**src/fcb_pkg.sv**
```systemverilog
// Shared types, constants and the rounded fixed-point multiply for the
// fade curve Bezier point unit. No dependencies.
package fcb_pkg;

    localparam int FRAC_BITS = 16;
    localparam int W         = FRAC_BITS + 1;  // width of a Q1.F value, 0..ONE
    localparam int MW        = W + 2;          // width that holds up to 3*ONE

    typedef logic [W-1:0]  q_t;
    typedef logic [MW-1:0] qw_t;

    localparam q_t  ONE  = q_t'(1) << FRAC_BITS;
    localparam qw_t HALF = qw_t'(1) << (FRAC_BITS - 1);

    typedef enum logic [1:0] {
        REG_BEND     = 2'd0,
        REG_STRENGTH = 2'd1,
        REG_MODE     = 2'd2,
        REG_FADE_OUT = 2'd3
    } reg_index_t;

    typedef enum logic [1:0] {
        MODE_BENDED  = 2'd0,
        MODE_S_SHAPE = 2'd1,
        MODE_LONG    = 2'd2
    } curve_mode_t;

    // Current configuration as held by the register file.
    typedef struct packed {
        q_t          bend;
        q_t          strength;
        curve_mode_t mode;
        logic        fade_out;
    } cfg_t;

    // Inner control points of the curve.
    typedef struct packed {
        q_t p1x;
        q_t p1y;
        q_t p2x;
        q_t p2y;
    } cpoints_t;

    // Basis weights of one request.
    typedef struct packed {
        qw_t w1;
        qw_t w2;
        q_t  w3;
    } weights_t;

    // Product reduced with round half up: (a*b + 2^(F-1)) >> F.
    function automatic qw_t qmul(input qw_t a, input qw_t b);
        logic [2*MW-1:0] prod;
        prod = ({{MW{1'b0}}, a} * {{MW{1'b0}}, b}) + {{MW{1'b0}}, HALF};
        return prod[FRAC_BITS +: MW];
    endfunction

endpackage

```
**src/fcb_ctrl_points.sv**
```systemverilog
// Derives the two inner control points from the configuration registers.
// Depends on fcb_pkg.
module fcb_ctrl_points import fcb_pkg::*;
(
    input  logic     clk,
    input  cfg_t     cfg,
    output cpoints_t cp
);

    q_t sb_reg, snb_reg;

    // Products follow the configuration in the next cycle. The user must
    // change configuration only while the pipeline is empty; not enforced.
    always_ff @(posedge clk)
    begin
        sb_reg  <= q_t'(qmul({2'b00, cfg.strength}, {2'b00, cfg.bend}));
        snb_reg <= q_t'(qmul({2'b00, cfg.strength}, {2'b00, q_t'(ONE - cfg.bend)}));
    end

    always_comb
    begin
        cp.p1x = snb_reg;
        cp.p1y = sb_reg;
        cp.p2x = ONE - snb_reg;
        cp.p2y = ONE - sb_reg;
        case (cfg.mode)
            MODE_BENDED:
            begin
                if (cfg.fade_out)
                begin
                    cp.p1x = sb_reg;
                    cp.p1y = snb_reg;
                end
                else
                begin
                    cp.p2x = ONE - sb_reg;
                    cp.p2y = ONE - snb_reg;
                end
            end
            MODE_S_SHAPE:
            begin
                cp.p1x = snb_reg;
            end
            default:
            begin
                if (cfg.fade_out)
                begin
                    cp.p1x = '0;
                    cp.p1y = '0;
                end
                else
                begin
                    cp.p2x = ONE;
                    cp.p2y = ONE;
                end
            end
        endcase
    end

endmodule

```
**config.mk**
```make
export PLATFORM = sky130hd
export DESIGN_NAME = fcb_ctrl_points
export DESIGN_NICKNAME = d
export VERILOG_FILES = /design/src/fcb_pkg.sv /design/src/fcb_ctrl_points.sv
export SDC_FILE = /design/constraint.sdc
export NUM_CORES = 1
export LEC_CHECK = 0
export ABC_AREA = 1
export BUFFER_PORTS_ARGS = -buffer_cell sky130_fd_sc_hd__buf_2
export CAP_MARGIN = 40
export CORE_UTILIZATION = 50
export CTS_BUF_LIST = sky130_fd_sc_hd__clkbuf_16
export CTS_CLUSTER_DIAMETER = 40
export DETAILED_ROUTE_END_ITERATION = 10
export PLACE_DENSITY = 0.67
export RECOVER_POWER = 25
export SYNTH_ARGS = -nofsm -noshare
export SYNTH_HDL_FRONTEND = slang
export SYNTH_SLANG_ARGS = --single-unit
export TNS_END_PERCENT = 10
```
**constraint.sdc**
```tcl
create_clock -name clk -period 7.95 [get_ports clk]
set_input_delay 0.3975 -clock clk [delete_from_list [all_inputs] [get_ports clk]]
set_output_delay 0.3975 -clock clk [all_outputs]
set_load 0.05 [all_outputs]
```
; After elaboration in Yosys (flattened, before gate mapping)
; Cells that the tools add are included.
[classes]
addsub = 5
mul = 2
n_eq_ne = 1
muxes = 6
reduce_logical = 1
[op_table]
columns = cell, n
row1 = $mux W34, 4
row2 = $pmux W51 S2, 1
row3 = $add A33 B16 Y33 const B, 2
row4 = $mul A17 B17 Y33, 2
row5 = $sub A17 B17 Y17 const A, 3
row6 = $pmux W17 S2, 1
row7 = $eq A2 B1 Y1 const B, 1
row8 = $logic_not A2 Y1, 1
[totals]
reg_bits = 34
inputBits = 38
out_inout_bits = 68
elab_cells = 17

; Longest topological paths before layout
[depth]
ltp_word = 3
depth_mapped = 35
ltp_nobuf = 34

; Least setup slack after synthesis
; Ideal clock, no wire load.
[synth_path]
path_type = input -> register
startpoint = input port cfg[20] in the netlist's numbering
endpoint = register snb_reg[5]
setup_time_ns = 0.112
t_arrival_ns = 5.886
t_required_ns = 7.838
setup_slack_ns = 1.952
path_stages = 32
n_path_buf = 2
cell_sequence = buf_6 clkinv_2 ha_1 nand3_1 nor2_4 inv_2 o21ai_1 nand2_1 inv_2 buf_4 nand2_1 fa_1 inv_1 fa_1 inv_1 fa_1 inv_1 fa_1 fa_1 inv_1 fa_1 inv_1 ha_1 nand2_1 nor2_1 inv_1 nor3_1 nand2_1 nand2_1 nand2_1 nand3_1 nand2_1
[synth_via]
elab_chain_cells = 3
[synth_rtl]
columns = item, line_no
row1 = from (decl), fcb_ctrl_points.sv:6  ; input cfg_t cfg,
row2 = $sub A17 B17 Y17, fcb_ctrl_points.sv:17  ; snb_reg <= q_t'(qmul({2'b00, cfg.strength}, {2'b00, q_t'(ONE - cfg.bend)}));
row3 = $mul A17 B17 Y33, fcb_pkg.sv:54  ; prod = ({{MW{1'b0}}, a} * {{MW{1'b0}}, b}) + {{MW{1'b0}}, HALF};
row4 = $add A33 B16 Y33, fcb_pkg.sv:54
row5 = to (signal assigned), fcb_ctrl_points.sv:17
row6 = to (decl), fcb_ctrl_points.sv:10  ; q_t sb_reg, snb_reg;
; Every way passes these cells.

; Worst setup path in the final report
[layout_path]
startpoint = input port cfg[20] in the netlist's numbering
endpoint = register snb_reg[14]
; Same word-level chain as after synthesis.

==> impl_metrics.yaml <==
route:
  wl_per_cell_um: 18.92
  ant_nets: 0
  wirelength_um: 69440
  post_drt_via_cell_ratio: 5.333
  first_pass_iters: 7
  num_vias: 19580
  drc: 0
  dr.first_iter.drc_count: 1632
critical_path:
  path_buf_inv: 8
  crit_type: "input port to register"
  cp_top_family: "adder cells"
  crit_path_end_kind: "register"
  path_max_fanout: 16
  cp-start-kind: "input port"
  crit_slowest_cell: "fa_1"
  crit_arrival_ns: 6.84
  worst_path_largest_cell_delay_ns: 0.58
  worst_ep_required_time_ns: 8.13
floorplan:
  start_util_pct: 51.15
  core_mm2: 0.04346
  die_y_um: 212.8
  die_w_um: 212.8
  fp-row-count: 76
  io_pins: 106
  dieArea_mm2: 0.04530
logic_synthesis:
  seq_area_frac_synth_pct: 3.062
  synth_flop_cell: "dfxtp_1"
  ys_ff_latch: 34
  yosys.area.top_type: "fa_1"
  syn_area_mm2: 0.02223
  synth.area.top_cells: "fa_1 (40%), inv_1 (14%), nand2_1 (13%)"
  synth-edff-count: 0
  synth_top_area_share_pct: 40.17
  async_flop_share_pct: 0
  yosysUniqueCellTypes: 47
  syn-num-nets: 3773
  yosys_warnings: 0
  syn-mean-instance-area_um2: 7.259
  synth_cells: 3062
place:
  io_buffers: 105
  gp_congestion: 0.9729
  dp_hpwl_um: 58350
min_path:
  hold_class: "input port to register"
sta:
  drv_slew: 0
  max_freq_mhz: 150.1
  fin_crit_ns: 6.664
  hold_viol: 0
  worstMarginPinSlew_ns: 1.179
  max_slew_margin_pct: 21.11
  finalSetupViolCount: 0
  fin_setup_tns_ns: 0
  final.period_utilization_pct: 83.83
  rsz0062_at_grt: "no"
finish:
  drive_gt1_share_pct: 4.731
  final_nets: 3797
  layout_common_cells: "inv_1 (826), nand2_1 (760), fa_1 (446), nor2_1 (228), ha_1 (227)"
  area_growth_pct: 4.711
  final_common_cell: "inv_1"
  insertedDiodeCount: 0
clock_tree:
  htree_levels: 2
  postCtsSetupBuffers: 0
  post_cts_resized: 0
  cts_tree: "yes"
  cts-buffers-inserted: 5
  clockBufferDepth: 2
  ctsHoldBuffers: 0
  clk_pin_slew_ns: 0.05
  clock-sinks: 34
  cts-root-buf: "clkbuf_16"
outcome:
  status: "completed"
grt:
  grt_pass1_vias: 20880
  grt_max_degree: 31
  grt_pass1_wl_um: 111900
  grt_usage_pct: 32.40
  antenna_found_initial: 0
  grt_overflow: 0
run:
  max-cap-violations: 0
## path summary, 6_finish.rpt
| kind | end | startpoint | cells after the start | slack, ns |
|---|---|---|---|---|
| setup / recovery | snb_reg[14]$_DFF_P_ | cfg[20] | 28 | 1.29 |
| hold / removal | snb_reg[9]$_DFF_P_ | cfg[3] | 8 | 1.08 |
## cells in the mapped netlist, types with 2 or more instances
library cell,instances
inv_1,826
nand2_1,760
fa_1,446
nor2_1,228
ha_1,227
nand3_1,130
clkbuf_1,79
a21oi_1,65
o21ai_0,56
o22ai_1,45
dfxtp_1,34
nand4_1,22
xor2_1,20
nor3_1,17
nor2_2,14
buf_1,10
buf_2,10
inv_2,9
o21bai_1,7
a21o_1,5
buf_6,5
nand2_2,5
nor4_1,5
xnor2_1,4
clkinv_1,3
nand3b_1,3
nor2_4,3
o21ai_1,3
and3_1,2
clkinv_2,2
## per-layer routing
layer	track usage [%]	up-vias	share of wire, %
met4	11.59	0	3.8
met3	5.118	136	9.2
met2	52.52	912	45
li1	-	8999	-
met5	0	-	0
met1	43.86	9530	42
## cell type report
class,instances,area (um^2)
well taps,585,732.0
flip-flops and latches,34,680.7
repair buffers,122,628.1
clock inverters,2,10.01
multi-input cells,2082,17940
clock buffers,5,125.1
inverters,841,3162
fillers,4324,20180
## worst min-delay path: stages
cell	delay (ns)
buf_2	0.26
nand2_1	0.12
nor2_1	0.06
nand3_1	0.07
nand2_1	0.09
nand3_1	0.13
nand4_1	0.10
nand2_1	0.09
## cell families (layout without fill, tap and decap cells)
kind of cell               count (synthesis)  in the layout  synth area share [%]
DFF                                       34             34                 3.062
and+or+nand+nor                         1197           1197                 22.07
buffers and inverters                    946            970                 16.24
AOI/OAI and AO/OA                        188            188                 4.740
adders and majority gates                673            673                 52.95
xor gates and xnor gates                  24             24                0.9457
## stage by stage
| step | hold slack, ns | setup WS (ns) | utilization (%) | std cells | area (um^2) |
|---|---|---|---|---|---|
| 2_1_floorplan | 0.8198 | 1.952 | - | 3062 | 22230 |
| 3_3_place_gp | 1.080 | 1.127 | 53.28 | 3662 | 23150 |
| 3_5_place_dp | 1.085 | 1.055 | 53.34 | 3664 | 23180 |
| 4_1_cts | 1.034 | 1.329 | 53.65 | 3671 | 23310 |
| 5_1_grt | 1.129 | 0.7863 | 53.56 | 3671 | 23270 |
| 6_report | 1.077 | 1.286 | 53.56 | 3671 | 23270 |
Power is left out: the tool's default activity adds up to more than one toggle a clock period on the data nets, which glitch-free logic cannot reach.
