===== config.mk =====
export PLATFORM = sky130hd
export DESIGN_NAME = fcb_blend_flat
export DESIGN_NICKNAME = d
export VERILOG_FILES = /design/src/fcb_pkg.sv /design/src/fcb_out_if.sv /design/src/fcb_blend.sv /design/src/flat_wrapper.sv
export SDC_FILE = /design/constraint.sdc
export NUM_CORES = 2
export LEC_CHECK = 0
export ABC_AREA = 1
export BUFFER_PORTS_ARGS = -buffer_cell sky130_fd_sc_hd__buf_2
export CELL_PAD_IN_SITES_DETAIL_PLACEMENT = 1
export CELL_PAD_IN_SITES_GLOBAL_PLACEMENT = 1
export CORE_ASPECT_RATIO = 0.9
export CORE_MARGIN = 2
export CORE_UTILIZATION = 54
export CTS_CLUSTER_DIAMETER = 150
export DETAILED_ROUTE_END_ITERATION = 16
export GPL_TIMING_DRIVEN = 0
export PLACE_DENSITY_LB_ADDON = 0.1
export SYNTH_ARGS = -nofsm -noshare
export SYNTH_HDL_FRONTEND = slang
export SYNTH_SLANG_ARGS = --single-unit

===== constraint.sdc =====
create_clock -name clk -period 11.59 [get_ports clk]
set_input_delay 1.7385 -clock clk [delete_from_list [all_inputs] [get_ports clk]]
set_output_delay 1.7385 -clock clk [all_outputs]
set_load 0.02 [all_outputs]

===== src/fcb_pkg.sv =====
// Shared types, constants and the rounded fixed-point multiply for the
// fade curve Bezier point unit. No dependencies.
package fcb_pkg;

    localparam int FRAC_BITS = 16;
    localparam int W         = FRAC_BITS + 1;  // width of a Q1.F value, 0..ONE
    localparam int MW        = W + 2;          // width that holds up to 3*ONE

    typedef logic [W-1:0]  q_t;
    typedef logic [MW-1:0] qw_t;

    localparam q_t  ONE  = q_t'(1) << FRAC_BITS;
    localparam qw_t HALF = qw_t'(1) << (FRAC_BITS - 1);

    typedef enum logic [1:0] {
        REG_BEND     = 2'd0,
        REG_STRENGTH = 2'd1,
        REG_MODE     = 2'd2,
        REG_FADE_OUT = 2'd3
    } reg_index_t;

    typedef enum logic [1:0] {
        MODE_BENDED  = 2'd0,
        MODE_S_SHAPE = 2'd1,
        MODE_LONG    = 2'd2
    } curve_mode_t;

    // Current configuration as held by the register file.
    typedef struct packed {
        q_t          bend;
        q_t          strength;
        curve_mode_t mode;
        logic        fade_out;
    } cfg_t;

    // Inner control points of the curve.
    typedef struct packed {
        q_t p1x;
        q_t p1y;
        q_t p2x;
        q_t p2y;
    } cpoints_t;

    // Basis weights of one request.
    typedef struct packed {
        qw_t w1;
        qw_t w2;
        q_t  w3;
    } weights_t;

    // Product reduced with round half up: (a*b + 2^(F-1)) >> F.
    function automatic qw_t qmul(input qw_t a, input qw_t b);
        logic [2*MW-1:0] prod;
        prod = ({{MW{1'b0}}, a} * {{MW{1'b0}}, b}) + {{MW{1'b0}}, HALF};
        return prod[FRAC_BITS +: MW];
    endfunction

endpackage


===== src/fcb_out_if.sv =====
// Output channel of the fade curve Bezier point unit: one curve point.
// Depends on fcb_pkg.
interface fcb_out_if import fcb_pkg::*; ();
    logic valid;
    logic ready;
    q_t   point_x;
    q_t   point_y;

    modport source (output valid, output point_x, output point_y, input ready);
    modport sink   (input valid, input point_x, input point_y, output ready);
endinterface


===== src/fcb_blend.sv =====
// Two pipeline stages that weight the control points, sum, saturate and mirror.
// Depends on fcb_pkg and fcb_out_if.
module fcb_blend import fcb_pkg::*;
(
    input  logic      clk,
    input  logic      rst_n,
    input  logic      wt_valid,
    output logic      wt_ready,
    input  weights_t  wt,
    input  cpoints_t  cp,
    input  logic      fade_out,
    fcb_out_if.source point
);

    logic c_valid_reg, c_valid_next;
    qw_t  c_x1_reg, c_x2_reg, c_y1_reg, c_y2_reg;
    q_t   c_w3_reg;
    logic d_valid_reg, d_valid_next;
    q_t   d_x_reg, d_y_reg;

    logic en_c, en_d;
    logic [MW+1:0] sum_x, sum_y;
    q_t   x_sat, y_sat;

    assign en_d     = !d_valid_reg || point.ready;
    assign en_c     = !c_valid_reg || en_d;
    assign wt_ready = en_c;

    assign c_valid_next = en_c ? wt_valid : c_valid_reg;
    assign d_valid_next = en_d ? c_valid_reg : d_valid_reg;

    always_comb
    begin
        sum_x = {2'b00, c_x1_reg} + {2'b00, c_x2_reg} + {{(MW+2-W){1'b0}}, c_w3_reg};
        sum_y = {2'b00, c_y1_reg} + {2'b00, c_y2_reg} + {{(MW+2-W){1'b0}}, c_w3_reg};
        x_sat = (sum_x > {{(MW+2-W){1'b0}}, ONE}) ? ONE : sum_x[W-1:0];
        y_sat = (sum_y > {{(MW+2-W){1'b0}}, ONE}) ? ONE : sum_y[W-1:0];
    end

    always_ff @(posedge clk or negedge rst_n)
    begin
        if (!rst_n)
        begin
            c_valid_reg <= 1'b0;
            d_valid_reg <= 1'b0;
        end
        else
        begin
            c_valid_reg <= c_valid_next;
            d_valid_reg <= d_valid_next;
        end
    end

    always_ff @(posedge clk)
    begin
        if (en_c)
        begin
            c_x1_reg <= qmul({2'b00, cp.p1x}, wt.w1);
            c_x2_reg <= qmul({2'b00, cp.p2x}, wt.w2);
            c_y1_reg <= qmul({2'b00, cp.p1y}, wt.w1);
            c_y2_reg <= qmul({2'b00, cp.p2y}, wt.w2);
            c_w3_reg <= wt.w3;
        end
        if (en_d)
        begin
            d_x_reg <= x_sat;
            d_y_reg <= fade_out ? q_t'(ONE - y_sat) : y_sat;
        end
    end

    assign point.valid   = d_valid_reg;
    assign point.point_x = d_x_reg;
    assign point.point_y = d_y_reg;

endmodule


===== src/flat_wrapper.sv =====
// flat-port wrapper written by rule: the top's interface ports become plain ports
module fcb_blend_flat import fcb_pkg::*;
  (clk, rst_n, wt_valid, wt_ready, wt, cp, fade_out, point_valid, point_point_x, point_point_y, point_ready);
  fcb_out_if point_i ();
  input  logic clk;
  input  logic rst_n;
  input  logic wt_valid;
  output logic wt_ready;
  input  weights_t wt;
  input  cpoints_t cp;
  input  logic fade_out;
  output wire logic [$bits(point_i.valid)-1:0] point_valid;
  output wire logic [$bits(point_i.point_x)-1:0] point_point_x;
  output wire logic [$bits(point_i.point_y)-1:0] point_point_y;
  input wire logic [$bits(point_i.ready)-1:0] point_ready;
  assign point_valid = point_i.valid;
  assign point_point_x = point_i.point_x;
  assign point_point_y = point_i.point_y;
  assign point_i.ready = point_ready;
  fcb_blend u_core (.clk(clk), .rst_n(rst_n), .wt_valid(wt_valid), .wt_ready(wt_ready), .wt(wt), .cp(cp), .fade_out(fade_out), .point(point_i));
endmodule

# After elaboration in Yosys (flattened, before gate mapping)

Index checks and enable logic that the tools add are counted.

Input bits: 128
Bits in registers: 129
Word-level logic and storage cells: 30
Output and inout port bits: 36

Add/sub/neg operators: 9
Multiply operators: 4
Multiplexer cells: 2
Reduce and logical (&&, ||, !) cells: 4
Order comparisons: 2

Operators with widths:

| cell                                                 | number |
|---|---|
| adder 35 x 16 -> 35 bit, second input constant       | 4 |
| multiplier 17 x 19 -> 35 bit                         | 4 |
| adder 21 x 17 -> 21 bit                              | 2 |
| > comparator 21 x 17 -> 1 bit, second input constant | 2 |
| adder 19 x 19 -> 20 bit                              | 2 |
| two-way mux 17 bit                                   | 2 |
| subtractor 17 bit, first input constant              | 1 |
| logical NOT 1 bit                                    | 2 |
| logical OR 1 bit                                     | 2 |

# Longest topological paths before layout

Depth after elaboration: 6
Mapped depth: 36
Mapped depth without buffers: 34

# Least setup slack after synthesis

OpenSTA, ideal clock, no wires.

Path kind: input to register
Start: input cp[37] in the netlist's numbering
End: register u_core.c_y1_reg[14] (data pin)
Buffers on the path: 2
Data required time: 11.332 ns
Setup time: 0.258 ns
Setup slack: 4.097 ns
Arrival time: 7.235 ns
Stages: 25
Cells stage by stage: clkbuf_1 buf_1 nand2_1 fa_1 inv_1 fa_1 inv_1 fa_1 inv_1 fa_1 inv_1 fa_1 inv_1 fa_1 ha_1 nand2_1 nor2_1 nand4_1 o21ai_0 nand3_1 nand2_1 a21oi_1 o21ai_0 a21oi_1 xnor2_1

Cells in the longest elaborated chain, start to end: 2

Ends and longest elaborated chain:

| what                         | RTL line           | source |
|---|---|---|
| start, declared              | flat_wrapper.sv:10 | `input cpoints_t cp;` |
| multiplier 17 x 19 -> 35 bit | fcb_pkg.sv:54      | `prod = ({{MW{1'b0}}, a} * {{MW{1'b0}}, b}) + {{MW{1'b0}}, HALF};` |
| adder 35 x 16 -> 35 bit      | fcb_pkg.sv:54      |  |
| end signal, assigned         | fcb_blend.sv:60    | `c_y1_reg <= qmul({2'b00, cp.p1y}, wt.w1);` |
| end, declared                | fcb_blend.sv:16    | `qw_t c_x1_reg, c_x2_reg, c_y1_reg, c_y2_reg;` |

Every way passes these cells.
A chain may end at the register's enable or synchronous reset.

# Worst setup path in the final report

Start: input wt[48] in the netlist's numbering
End: register u_core.c_y1_reg[12] (data pin)

Cells in the longest elaborated chain, start to end: 2

Ends and longest elaborated chain:

| what                         | RTL line          | source |
|---|---|---|
| start, declared              | flat_wrapper.sv:9 | `input weights_t wt;` |
| multiplier 17 x 19 -> 35 bit | fcb_pkg.sv:54     |  |
| adder 35 x 16 -> 35 bit      | fcb_pkg.sv:54     |  |

Every way passes these cells.

==> impl_metrics.json <==
{
  "die_y_um": 294,
  "finalSetupViolations": 0,
  "post_cts_resized": 0,
  "path_cells": "clkbuf_1 -> clkbuf_1 -> nand2_1 -> fa_1 -> inv_1 -> fa_1 -> inv_1 -> fa_1 -> fa_1 -> inv_1 -> fa_1 -> fa_1 -> ha_1 -> nand2_1 -> nor2_1 -> nand4_1 -> o21ai_0 -> a21oi_1 -> nor3_1 -> nor2_1 -> o31ai_1 -> xor2_1",
  "endpoint_kind": "flop",
  "globalplace.congestion": 0.966,
  "slew-limit-headroom_pct": 2.13,
  "cts_tree": "built",
  "cts_sinks": 129,
  "async_reset_ff_share_pct": 1.55,
  "hold_viol": 0,
  "path_class": "in2reg",
  "dp_hpwl_mm": 147,
  "grt_pass1_wl_mm": 264,
  "io_pins": 164,
  "grt_antenna_before_repair": 12,
  "fin_worst_skew_ns": 0.00799,
  "synth_edf_count": 127,
  "dr.pass1.iters": 8,
  "cts-root-buf": "clkbuf_16",
  "vias_per_cell": 5.41,
  "cts_buffer_depth": 2,
  "cp.required_ns": 11.76,
  "rsz0062_at_grt": "false",
  "die-area_sq_um": 95800,
  "yosysWarningCount": 0,
  "min_path_type": "reg2reg",
  "yosysUniqueCellTypes": 54,
  "clk_latency_ns": 0.44,
  "syn_area_sq_um": 50400,
  "ant_nets": 0,
  "numCtsBuffers": 17,
  "grt_max_degree": 68,
  "fp-row-count": 106,
  "timing.critical_path.buf_inv": 5,
  "cts_hold_buf": 0,
  "core-area_sq_um": 92700,
  "synth-main-ff-cell": "edfxtp_1",
  "overflow": 0,
  "ys_seq_area_share_pct": 7.67,
  "final_nets": 8140,
  "path_clk_slew_ns": 0.06,
  "die_w_um": 326,
  "grt.total_usage_pct": 36.3,
  "path_delay_family": "adder cells",
  "slowest_stage": "o21ai_0",
  "worst_pin_slew_ns": 1.46,
  "avgSynthCellArea_sq_um": 7.90,
  "ys_ff_latch": 129,
  "cts_setup_buffers": 0,
  "post-route-min-period_ns": 9.23,
  "start_util_pct": 54.3,
  "vias": 41700,
  "syn2layout_area_growth_pct": 4.99,
  "max_cap_viol_count": 0,
  "max_stage_delay_ns": 0.76,
  "max_freq_mhz": 108,
  "drive_above_1_share_pct": 2.19,
  "drt_iter0_markers": 3109,
  "synth_nets": 8059,
  "cp_common_cell": "fa_1",
  "cp-start-kind": "primary input",
  "outcome": "finished, final reports clean",
  "path_max_fanout": 10,
  "cts_htree_levels": 4,
  "slew_viol_final": 0,
  "port_buffers": 61,
  "setup-tns-final_ns": 0,
  "worstPathArrival_ns": 9.41,
  "drc_errors": 0,
  "syn_inst": 6377,
  "wire_per_inst_um": 22.0,
  "period_share_pct": 79.7,
  "grt_pass1_vias": 45900,
  "wirelength_mm": 170
}
-- metal layers --
metal | share of wire [%] | GRT usage [%] | vias to the layer above | wire (um)
met5 | 0.026 | 0 | - | 44
met4 | 2.2 | 8.22 | 6 | 3810
met3 | 9.1 | 7.68 | 256 | 15400
met2 | 45 | 57.7 | 1523 | 77200
met1 | 43 | 51.3 | 21500 | 73300
li1 | - | - | 18500 | -
-- synthesized netlist by cell type (all sizes together) (2+ instances only) --
cell type  count  area (sq um)
o31ai          8          60.1
a221oi         3          26.3
xor2          91           797
fa          1016         20300
nor2         155           602
or2            4          27.5
nand4         26           163
o21bai         6          45.0
nor4           9          56.3
clkbuf       235           882
o21a           6          45.0
nand3b         6          45.0
a21o           5          37.5
ha           538          6730
o2111ai        3          26.3
and2           7          46.3
o221ai         5          43.8
inv         1902          7140
a31oi         16           100
a21oi        195           987
o211ai         8          65.1
a211oi         6          45.0
xnor2         63           559
buf           53           216
dfrtp          2          50.1
nand3         79           430
o21ai         90           458
nor3          24           125
edfxtp       127          3810
nand2       1683          6350
-- final cells by class --
class                      count  area, sq um
inverter                    1903         7140
clock inverter                14          179
tap                         1242         1550
timing repair buffer          62          333
buffer                       288         1100
clock buffer                  17          425
fill                       11700        39800
sequential                   129         3860
multi-input combinational   4057        38300
antenna                        3         7.51
-- cell usage in the layout (no fill, tap or decap), drive strengths merged, types with 2 or more instances in the layout --
cell / instances
and2: 7
or2: 4
nand2: 1683
o21bai: 6
nor2: 155
a21oi: 195
xnor2: 63
fa: 1016
o21ai: 90
o21a: 6
edfxtp: 127
a221oi: 3
xor2: 91
o31ai: 8
nor4: 9
nand4: 26
clkinvlp: 3
diode: 3
clkinv: 4
bufinv: 3
o2111ai: 3
a21o: 5
clkbuf: 252
o211ai: 8
buf: 115
a31oi: 16
o221ai: 5
nand3: 79
nor3: 24
a211oi: 6
dfrtp: 2
inv: 1907
nand3b: 6
ha: 538
-- worst paths after layout --
| kind | start | to | slack (ns) | cells past startpoint |
|---|---|---|---|---|
| worst max-delay path | wt[48] | u_core.c_y1_reg[12]$_DFFE_PP_ | 2.36 | 22 |
| worst min-delay path | u_core.c_valid_reg$_DFFE_PN0P_ | u_core.point.valid$_DFFE_PN0P_ | 0.53 | 2 |
| worst max register to register | u_core.c_y1_reg[0]$_DFFE_PP_ | u_core.point.point_y[12]$_DFFE_PP_ | 6.20 | 29 |
| worst min register to register | u_core.c_valid_reg$_DFFE_PN0P_ | u_core.point.valid$_DFFE_PN0P_ | 0.53 | 2 |
| max in group asynchronous | rst_n | u_core.c_valid_reg$_DFFE_PN0P_ | 10.43 | 1 |
| min in group asynchronous | rst_n | u_core.point.valid$_DFFE_PN0P_ | 1.07 | 1 |
-- kinds of logic (layout without fill, tap and decap cells) --
group / Yosys count / count (layout) / synth area share (%)
and+or+nand+nor: 1994 / 1994 / 15.6
xor gates and xnor gates: 154 / 154 / 2.69
AOI/OAI and AO/OA: 355 / 355 / 3.95
DFF: 129 / 129 / 7.67
buffers and inverters: 2191 / 2284 / 16.4
other: 0 / 3 / 0
adders and majority gates: 1554 / 1554 / 53.7
-- tightest hold or removal path, delay by kind of cell (launching register included) --
family,cells,cell delay [ns]
buffers and inverters,1,0.05
flip-flops,1,0.39
AND/OR/NAND/NOR,1,0.06
-- per-stage QoR --
stage / instances / setup WS (ns) / area [sq um] / util [%] / hold WS (ns)
2_1_floorplan: 6377 / 4.10 / 50400 / - / 0.435
3_3_place_gp: 7680 / 2.19 / 52200 / 56.3 / 0.447
3_5_place_dp: 7681 / 2.06 / 52300 / 56.4 / 0.524
4_1_cts: 7712 / 2.49 / 52900 / 57.0 / 0.540
5_1_grt: 7714 / 2.05 / 52900 / 57.0 / 0.567
6_report: 7715 / 2.36 / 52900 / 57.1 / 0.533
Power is left out: the tool's default activity adds up to more than one toggle a clock period on the data nets, which glitch-free logic cannot reach.
