## config.mk

```make
export PLATFORM = sky130hd
export DESIGN_NAME = fcb_weights_flat
export DESIGN_NICKNAME = d
export VERILOG_FILES = /design/src/fcb_pkg.sv /design/src/fcb_in_if.sv /design/src/fcb_weights.sv /design/src/flat_wrapper.sv
export SDC_FILE = /design/constraint.sdc
export NUM_CORES = 2
export LEC_CHECK = 0
export BUFFER_PORTS_ARGS = -buffer_cell sky130_fd_sc_hd__buf_2
export CAP_MARGIN = 20
export CORE_AREA = 2 2 328 330
export DETAILED_ROUTE_END_ITERATION = 10
export DIE_AREA = 0 0 330 332
export PLACE_DENSITY_LB_ADDON = 0.1
export SYNTH_ARGS = -nofsm -noshare
export SYNTH_HDL_FRONTEND = slang
export SYNTH_SLANG_ARGS = --single-unit
```

## constraint.sdc

```tcl
create_clock -name clk -period 10.95 [get_ports clk]
set_clock_uncertainty 0.05 [all_clocks]
set_input_delay 3.285 -clock clk [delete_from_list [all_inputs] [get_ports clk]]
set_output_delay 3.285 -clock clk [all_outputs]
set_load 0.05 [all_outputs]
```

## src/fcb_pkg.sv

```systemverilog
// Shared types, constants and the rounded fixed-point multiply for the
// fade curve Bezier point unit. No dependencies.
package fcb_pkg;

    localparam int FRAC_BITS = 16;
    localparam int W         = FRAC_BITS + 1;  // width of a Q1.F value, 0..ONE
    localparam int MW        = W + 2;          // width that holds up to 3*ONE

    typedef logic [W-1:0]  q_t;
    typedef logic [MW-1:0] qw_t;

    localparam q_t  ONE  = q_t'(1) << FRAC_BITS;
    localparam qw_t HALF = qw_t'(1) << (FRAC_BITS - 1);

    typedef enum logic [1:0] {
        REG_BEND     = 2'd0,
        REG_STRENGTH = 2'd1,
        REG_MODE     = 2'd2,
        REG_FADE_OUT = 2'd3
    } reg_index_t;

    typedef enum logic [1:0] {
        MODE_BENDED  = 2'd0,
        MODE_S_SHAPE = 2'd1,
        MODE_LONG    = 2'd2
    } curve_mode_t;

    // Current configuration as held by the register file.
    typedef struct packed {
        q_t          bend;
        q_t          strength;
        curve_mode_t mode;
        logic        fade_out;
    } cfg_t;

    // Inner control points of the curve.
    typedef struct packed {
        q_t p1x;
        q_t p1y;
        q_t p2x;
        q_t p2y;
    } cpoints_t;

    // Basis weights of one request.
    typedef struct packed {
        qw_t w1;
        qw_t w2;
        q_t  w3;
    } weights_t;

    // Product reduced with round half up: (a*b + 2^(F-1)) >> F.
    function automatic qw_t qmul(input qw_t a, input qw_t b);
        logic [2*MW-1:0] prod;
        prod = ({{MW{1'b0}}, a} * {{MW{1'b0}}, b}) + {{MW{1'b0}}, HALF};
        return prod[FRAC_BITS +: MW];
    endfunction

endpackage

```

## src/fcb_in_if.sv

```systemverilog
// Input channel of the fade curve Bezier point unit: one curve parameter.
// Depends on fcb_pkg.
interface fcb_in_if import fcb_pkg::*; ();
    logic valid;
    logic ready;
    q_t   t_param;

    modport source (output valid, output t_param, input ready);
    modport sink   (input valid, input t_param, output ready);
endinterface

```

## src/fcb_weights.sv

```systemverilog
// Two pipeline stages that turn the curve parameter into the Bernstein weights.
// Depends on fcb_pkg and fcb_in_if.
module fcb_weights import fcb_pkg::*;
(
    input  logic     clk,
    input  logic     rst_n,
    fcb_in_if.sink   param,
    output logic     wt_valid,
    input  logic     wt_ready,
    output weights_t wt
);

    logic a_valid_reg, a_valid_next;
    q_t   a_t_reg, a_u_reg, a_tu_reg, a_tt_reg;
    logic b_valid_reg, b_valid_next;
    weights_t b_wt_reg;

    logic en_a, en_b;
    q_t   t_sat, u_val;
    qw_t  w1_half, w2_half;

    assign en_b        = !b_valid_reg || wt_ready;
    assign en_a        = !a_valid_reg || en_b;
    assign param.ready = en_a;

    assign t_sat = (param.t_param > ONE) ? ONE : param.t_param;
    assign u_val = ONE - t_sat;

    assign a_valid_next = en_a ? param.valid : a_valid_reg;
    assign b_valid_next = en_b ? a_valid_reg : b_valid_reg;

    always_comb
    begin
        w1_half = qmul({2'b00, a_tu_reg}, {2'b00, a_u_reg});
        w2_half = qmul({2'b00, a_tu_reg}, {2'b00, a_t_reg});
    end

    always_ff @(posedge clk or negedge rst_n)
    begin
        if (!rst_n)
        begin
            a_valid_reg <= 1'b0;
            b_valid_reg <= 1'b0;
        end
        else
        begin
            a_valid_reg <= a_valid_next;
            b_valid_reg <= b_valid_next;
        end
    end

    always_ff @(posedge clk)
    begin
        if (en_a)
        begin
            a_t_reg  <= t_sat;
            a_u_reg  <= u_val;
            a_tu_reg <= q_t'(qmul({2'b00, t_sat}, {2'b00, u_val}));
            a_tt_reg <= q_t'(qmul({2'b00, t_sat}, {2'b00, t_sat}));
        end
        if (en_b)
        begin
            b_wt_reg.w1 <= (w1_half << 1) + w1_half;
            b_wt_reg.w2 <= (w2_half << 1) + w2_half;
            b_wt_reg.w3 <= q_t'(qmul({2'b00, a_tt_reg}, {2'b00, a_t_reg}));
        end
    end

    assign wt_valid = b_valid_reg;
    assign wt       = b_wt_reg;

endmodule

```

## src/flat_wrapper.sv

```systemverilog
// flat-port wrapper written by rule: the top's interface ports become plain ports
module fcb_weights_flat import fcb_pkg::*;
  (clk, rst_n, wt_valid, wt_ready, wt, param_valid, param_t_param, param_ready);
  fcb_in_if param_i ();
  input  logic clk;
  input  logic rst_n;
  output logic wt_valid;
  input  logic wt_ready;
  output weights_t wt;
  input wire logic [$bits(param_i.valid)-1:0] param_valid;
  input wire logic [$bits(param_i.t_param)-1:0] param_t_param;
  output wire logic [$bits(param_i.ready)-1:0] param_ready;
  assign param_i.valid = param_valid;
  assign param_i.t_param = param_t_param;
  assign param_ready = param_i.ready;
  fcb_weights u_core (.clk(clk), .rst_n(rst_n), .param(param_i), .wt_valid(wt_valid), .wt_ready(wt_ready), .wt(wt));
endmodule
```

-- Word level (Yosys, flattened, before mapping)
Index checks and enable logic that the tools add are counted.
- bits in read-only memories: 0
- latch bits: 0
- bits in writable memories: 0
- input port bits: 21
- memories kept: 0
- register bits after elaboration: 125
- word-level logic and storage cells: 28
- output and inout port bits: 57
- reduce and logical (&&, ||, !) cells: 4
- magnitude comparators: 1
- muxes and demuxes: 1
- equal/unequal tests: 0
- bitwise gates (word level): 0
- shifts and indexed selects: 0
- add/sub/neg operators: 8
- divide/modulo/power cells: 0
- $mul: 5
- operator list (kind ; count):
    33-bit by 16-bit adder with 33-bit output (second input constant) ; 3
    17-bit by 17-bit multiplier with 33-bit output ; 3
    34-bit by 16-bit adder with 35-bit output (second input constant) ; 2
    17-bit by 17-bit multiplier with 34-bit output ; 2
    19-bit adder ; 2
    17-bit > comparator (second input constant) ; 1
    17-bit two-way mux ; 1
    17-bit subtractor (first input constant) ; 1
    1-bit zero test ; 2
    1-bit logical OR ; 2

-- Depth between registers and ports, before layout
- word-level depth: 5
- depth in mapped cells: 36
- gate-level depth less buffers: 35

-- Worst setup path before layout
OpenSTA, ideal clock, no wires.
- path type: input -> register
- from: in param_t_param[3]
- to: reg u_core.a_tu_reg[12] (data pin)
- required time: 10.640 ns
- slack: -0.299 ns
- data arrival time: 10.939 ns
- cell stages on the path: 31
- path buffers: 1
- setup time: 0.260 ns
- cells stage by stage: or4_1 > nor2_1 > nand3_1 > o41ai_2 > nand2_1 > clkinv_1 > clkbuf_1 > nor3_1 > ha_1 > clkinv_1 > nand2_1 > fa_1 > fa_1 > inv_1 > fa_1 > fa_1 > fa_1 > inv_1 > fa_1 > inv_1 > ha_1 > a21o_1 > a21o_1 > a21o_1 > o311ai_2 > a21oi_2 > a221o_1 > nand2_1 > nand2_1 > a221oi_2 > xnor2_1
- longest elaborated chain between the ends: 5
- ends and longest elaborated chain (element ; line ; source):
    from (decl) ; flat_wrapper.sv:11 ; input wire logic [$bits(param_i.t_param)-1:0] param_t_param;
    17-bit > comparator ; fcb_weights.sv:26 ; assign t_sat = (param.t_param > ONE) ? ONE : param.t_param;
    17-bit two-way mux ; fcb_weights.sv:26 ;
    via u_core.t_sat[2] ; fcb_weights.sv:19 ; q_t t_sat, u_val;
    17-bit subtractor ; fcb_weights.sv:27 ; assign u_val = ONE - t_sat;
    via u_core.u_val[3] ; fcb_weights.sv:19 ;
    17-bit by 17-bit multiplier with 33-bit output ; fcb_pkg.sv:54 ; prod = ({{MW{1'b0}}, a} * {{MW{1'b0}}, b}) + {{MW{1'b0}}, HALF};
    33-bit by 16-bit adder with 33-bit output ; fcb_pkg.sv:54 ;
    to (signal assigned) ; fcb_weights.sv:58 ; a_tu_reg <= q_t'(qmul({2'b00, t_sat}, {2'b00, u_val}));
    to (decl) ; fcb_weights.sv:14 ; q_t a_t_reg, a_u_reg, a_tu_reg, a_tt_reg;
The timed path passes the listed nets, and every way through them passes these cells.
A chain may end at the register's enable or synchronous reset.

-- Worst setup path in the final report
- from: in param_t_param[6]
- to: reg u_core.a_tu_reg[16] (data pin)
- longest elaborated chain between the ends: 5
- ends and longest elaborated chain (element ; line):
    17-bit > comparator ; fcb_weights.sv:26
    17-bit two-way mux * ; fcb_weights.sv:26
    17-bit subtractor * ; fcb_weights.sv:27
    via u_core.u_val[6] ; fcb_weights.sv:19
    17-bit by 17-bit multiplier with 33-bit output * ; fcb_pkg.sv:54
    33-bit by 16-bit adder with 33-bit output * ; fcb_pkg.sv:54
Mark *: on every way through the listed nets, which the timed path passes. The rest lies on a longest branch.

==> impl_metrics.csv <==
group,metric,value,unit
status,status,"finished with violations",
status,violations_in_the_final_reports,"DRC",
finish,largest_register_ffs,55,
logic_synthesis,syn_inst,5347,
worst_setup_path,crit-reg2reg-launch,"u_core.a_tu_reg[4]$_DFFE_PP_",
finish,layout.area.seq,3710,um^2
grt,grt_max_degree,58,
timing,finalHoldViolCount,0,
route,drt_iter0_markers,1915,
route,wl,128,mm
die,initial_core_util,0.466,
route,final_antenna_net_count,0,
logic_synthesis,synth_async_sr_flop_share,0.0161,
timing,hold-worst-slack,0.428,ns
route,via_count,34800,
finish,layout_filler_cell_count,10300,
die,design.die.area,110000,um^2
grt,first_global_vias,37700,
clock_network,ctsLongestPathBuffers,2,
die,core_area,106000,um^2
route,detail_route.drc_violations,1,
clock_network,worst_skew_pair.late_latency,0.51,ns
finish,finish.utilization,0.502,
finish,syn_to_final_growth,7.69,%
logic_synthesis,average_footprint_of_a_synthesized_cell,9.26,um^2
route,wl_per_cell,18.7,um
timing,slew_viol_final,0,
clock_network,cts.reportedPaths.clkPinSlew,0.08,ns
clock_network,cts_tree,"done",
placement,place.port_buffers,77,
placement,place_hpwl,105,mm
grt,global_route_wire_length_before_repair,210,mm
logic_synthesis,synth.yosys.seq_area_share,0.0750,
finish,total_area_of_multi_input_combinational_cells,40000,um^2
route,routed_via_density,5.05,
grt,grt_overflow_total,0,
clock_network,clock_sinks,124,
worst_setup_path,critPathMostFrequentCell,"sky130_fd_sc_hd__fa_1",
worst_setup_path,worst_setup_path_startpoint,"param_t_param[6]",
worst_setup_path,critical_path.reg2reg.endpoint,"u_core.wt[54]$_DFFE_PP_",
worst_setup_path,reg2reg_depth,33,
route,drtPass1Iterations,10,
route,detailroute.wirelength.met3,4.60,mm
job,cap_viol_max_count,0,
die,die_width,330,um
worst_setup_path,timing.critical_path.required,11.17,ns
logic_synthesis,synthTopCellsByArea,"sky130_fd_sc_hd__fa_1 44%, sky130_fd_sc_hd__ha_1 16%, sky130_fd_sc_hd__inv_1 10%",
grt,antenna_violations_before_repair,1,
clock_network,postCtsHoldBufs,0,
worst_setup_path,r2r_setup_slack,1.73,ns
die,die-height,332,um
clock_network,cts_max_level,4,
logic_synthesis,cell_area_after_technology_mapping,49500,um^2
worst_setup_path,cp_max_stage_cell,"sky130_fd_sc_hd__nor4_1",
finish,num_antenna_cells,0,
worst_setup_path,crit_type,"in2reg",
finish,nNetsFinal,7199,
logic_synthesis,synth_top_cell_by_area,"sky130_fd_sc_hd__fa_1",
worst_setup_path,cp_data_arrival_time,10.94,ns
hold_path,type_of_the_worst_min_delay_path,"reg2reg",
worst_setup_path,setup.worst_path.end_class,"flop",
worst_setup_path,worst_setup_path_endpoint,"u_core.a_tu_reg[16]$_DFFE_PP_",
die,floorplan.io_pins,78,
logic_synthesis,yosysWarningCount,0,
timing,fmax,93.3,MHz
grt,grtUsageTotal,0.248,
route,routed-wl-met2,63.6,mm
placement,globalplace.congestion,0.883,
finish,drive_gt1_frac,0.0677,
die,rows,120,
logic_synthesis,postSynthRegisterBits,124,
timing,final-setup-viol-count,0,
worst_setup_path,critical_path_peak_fanout,5,
timing,tightestPinTransition,1.09,ns
logic_synthesis,synth_top_cell_area_share,0.441,
logic_synthesis,post_synth_num_cell_types,81,
route,maxUsedRoutingLayer,"met4",
route,sum_of_routed_wire_segments_on_met1,58.4,mm
clock_network,clk_tree_root_cell,"sky130_fd_sc_hd__clkbuf_16",
worst_setup_path,critPathLaunchType,"input pin",
logic_synthesis,synth-main-ff-cell,"sky130_fd_sc_hd__edfxtp_1",
timing,max-slew-margin-rel,0.273,
clock_network,numCtsBuffers,17,
timing,layout_min_cycle_time,10.72,ns
logic_synthesis,synth_enable_flop_cells,122,
worst_setup_path,crit_path_max_incr_delay,0.60,ns
timing,fin_crit_sh,0.979,
metal layers:
layer,GRT usage,up-vias
met4,0.0436,0
li1,-,16000
met2,0.425,637
met5,0,-
met1,0.347,18000
met3,0.0204,103
placed cells by master, fill, tap and decap left out, types with 5 or more instances in the layout:
cell type / n
sky130_fd_sc_hd__fa_1: 1090
sky130_fd_sc_hd__nor2_1: 170
sky130_fd_sc_hd__nor2b_1: 26
sky130_fd_sc_hd__conb_1: 25
sky130_fd_sc_hd__edfxtp_1: 122
sky130_fd_sc_hd__inv_2: 5
sky130_fd_sc_hd__xnor2_1: 83
sky130_fd_sc_hd__buf_2: 77
sky130_fd_sc_hd__ha_1: 617
sky130_fd_sc_hd__and2_1: 412
sky130_fd_sc_hd__nand2_2: 5
sky130_fd_sc_hd__xor2_1: 35
sky130_fd_sc_hd__a31oi_1: 15
sky130_fd_sc_hd__nand2_1: 737
sky130_fd_sc_hd__clkbuf_16: 17
sky130_fd_sc_hd__a211oi_1: 10
sky130_fd_sc_hd__buf_4: 207
sky130_fd_sc_hd__nand2b_1: 27
sky130_fd_sc_hd__and4_1: 5
sky130_fd_sc_hd__a21oi_1: 91
sky130_fd_sc_hd__a21o_1: 40
sky130_fd_sc_hd__or2_2: 5
sky130_fd_sc_hd__o21ai_1: 7
sky130_fd_sc_hd__o21a_1: 20
sky130_fd_sc_hd__o211ai_1: 5
sky130_fd_sc_hd__o21ai_0: 40
sky130_fd_sc_hd__nor4_1: 7
sky130_fd_sc_hd__o21bai_1: 11
sky130_fd_sc_hd__inv_6: 5
sky130_fd_sc_hd__and3_1: 22
sky130_fd_sc_hd__nor3_1: 18
sky130_fd_sc_hd__inv_1: 1377
sky130_fd_sc_hd__nand4_1: 13
sky130_fd_sc_hd__nand3_1: 14
final cells by class:
cell class                 instances  area share
multi-input combinational       3648       0.751
inverter                        1390      0.0980
clock buffer                      18     0.00824
sequential                       124      0.0696
clock inverter                    14     0.00373
timing repair buffer             285      0.0366
tap                             1403      0.0329
logic make-up after synthesis:
logic type / synth area share
AO/OA/AOI/OAI: 0.0398
XOR/XNOR: 0.0218
adder cells (fa/ha/maj): 0.598
buffers and inverters: 0.121
flip-flops: 0.0750
multiplexers: 0.000455
other: 0.000152
AND/OR/NAND/NOR: 0.144
metrics by stage:
step | area (um^2) | instances | TNS, ns | setup WS [ns]
6_report | 53300 | 6882 | 0 | 0.234
5_1_grt | 53300 | 6882 | -0.0106 | -0.0106
4_1_cts | 53200 | 6875 | 0 | 0.0624
3_5_place_dp | 52500 | 6843 | -5.91 | -0.556
3_3_place_gp | 52500 | 6843 | -4.19 | -0.467
2_1_floorplan | 49700 | 5370 | -0.000738 | -0.000738
worst min-delay path by stage:
stage | startpoint | end | slack, ns | cells after the start
floorplan | u_core.a_valid_reg$_DFFE_PN0P_ | u_core.wt_valid$_DFFE_PN0P_ | 0.39 | 1
global placement | u_core.a_valid_reg$_DFFE_PN0P_ | u_core.wt_valid$_DFFE_PN0P_ | 0.40 | 1
detailed placement | u_core.a_valid_reg$_DFFE_PN0P_ | u_core.wt_valid$_DFFE_PN0P_ | 0.40 | 1
CTS | u_core.a_valid_reg$_DFFE_PN0P_ | u_core.wt_valid$_DFFE_PN0P_ | 0.42 | 1
global route | u_core.a_valid_reg$_DFFE_PN0P_ | u_core.wt_valid$_DFFE_PN0P_ | 0.44 | 1
finish | u_core.a_valid_reg$_DFFE_PN0P_ | u_core.wt_valid$_DFFE_PN0P_ | 0.43 | 1
critical path: cells and delay by family:
kind	cells	cell delay, ns
buffers and inverters	8	0.96
adders and majority gates	8	3.70
and+or+nand+nor	6	1.25
AOI/OAI and AO/OA	8	1.60
xor gates and xnor gates	1	0.11
synthesized netlist by cell type (all sizes together) (3+ instances only):
cell type	number
nor3	21
nor4	8
nand4	13
o21ai	48
a31o	3
and4	5
nand4b	3
ha	621
or3	3
clkinv	9
a211oi	10
xnor2	83
inv	1381
nand2	742
o311ai	4
o22ai	4
or2	5
a311o	3
o21bai	11
a2111oi	3
a31oi	16
and2	412
nand2b	28
clkbuf	201
a21oi	92
a21boi	4
nor2	171
nand3b	4
fa	1091
o31ai	5
buf	7
o211ai	5
a221oi	3
a21o	40
o31a	4
and3	24
xor2	35
edfxtp	122
nor2b	29
and3b	3
nand3	16
o21a	20
timing repair:
item | 4_1_cts | 5_1_grt
setup endpoints to repair | 1 | 17
buffers inserted | 0 | 7
resized for setup | 2 | 13
cloned | 0 | 0
pin swaps | 0 | 14
Power is not shown: default switching activity piles up to over one toggle a cycle in this logic, so the estimate is an artifact.
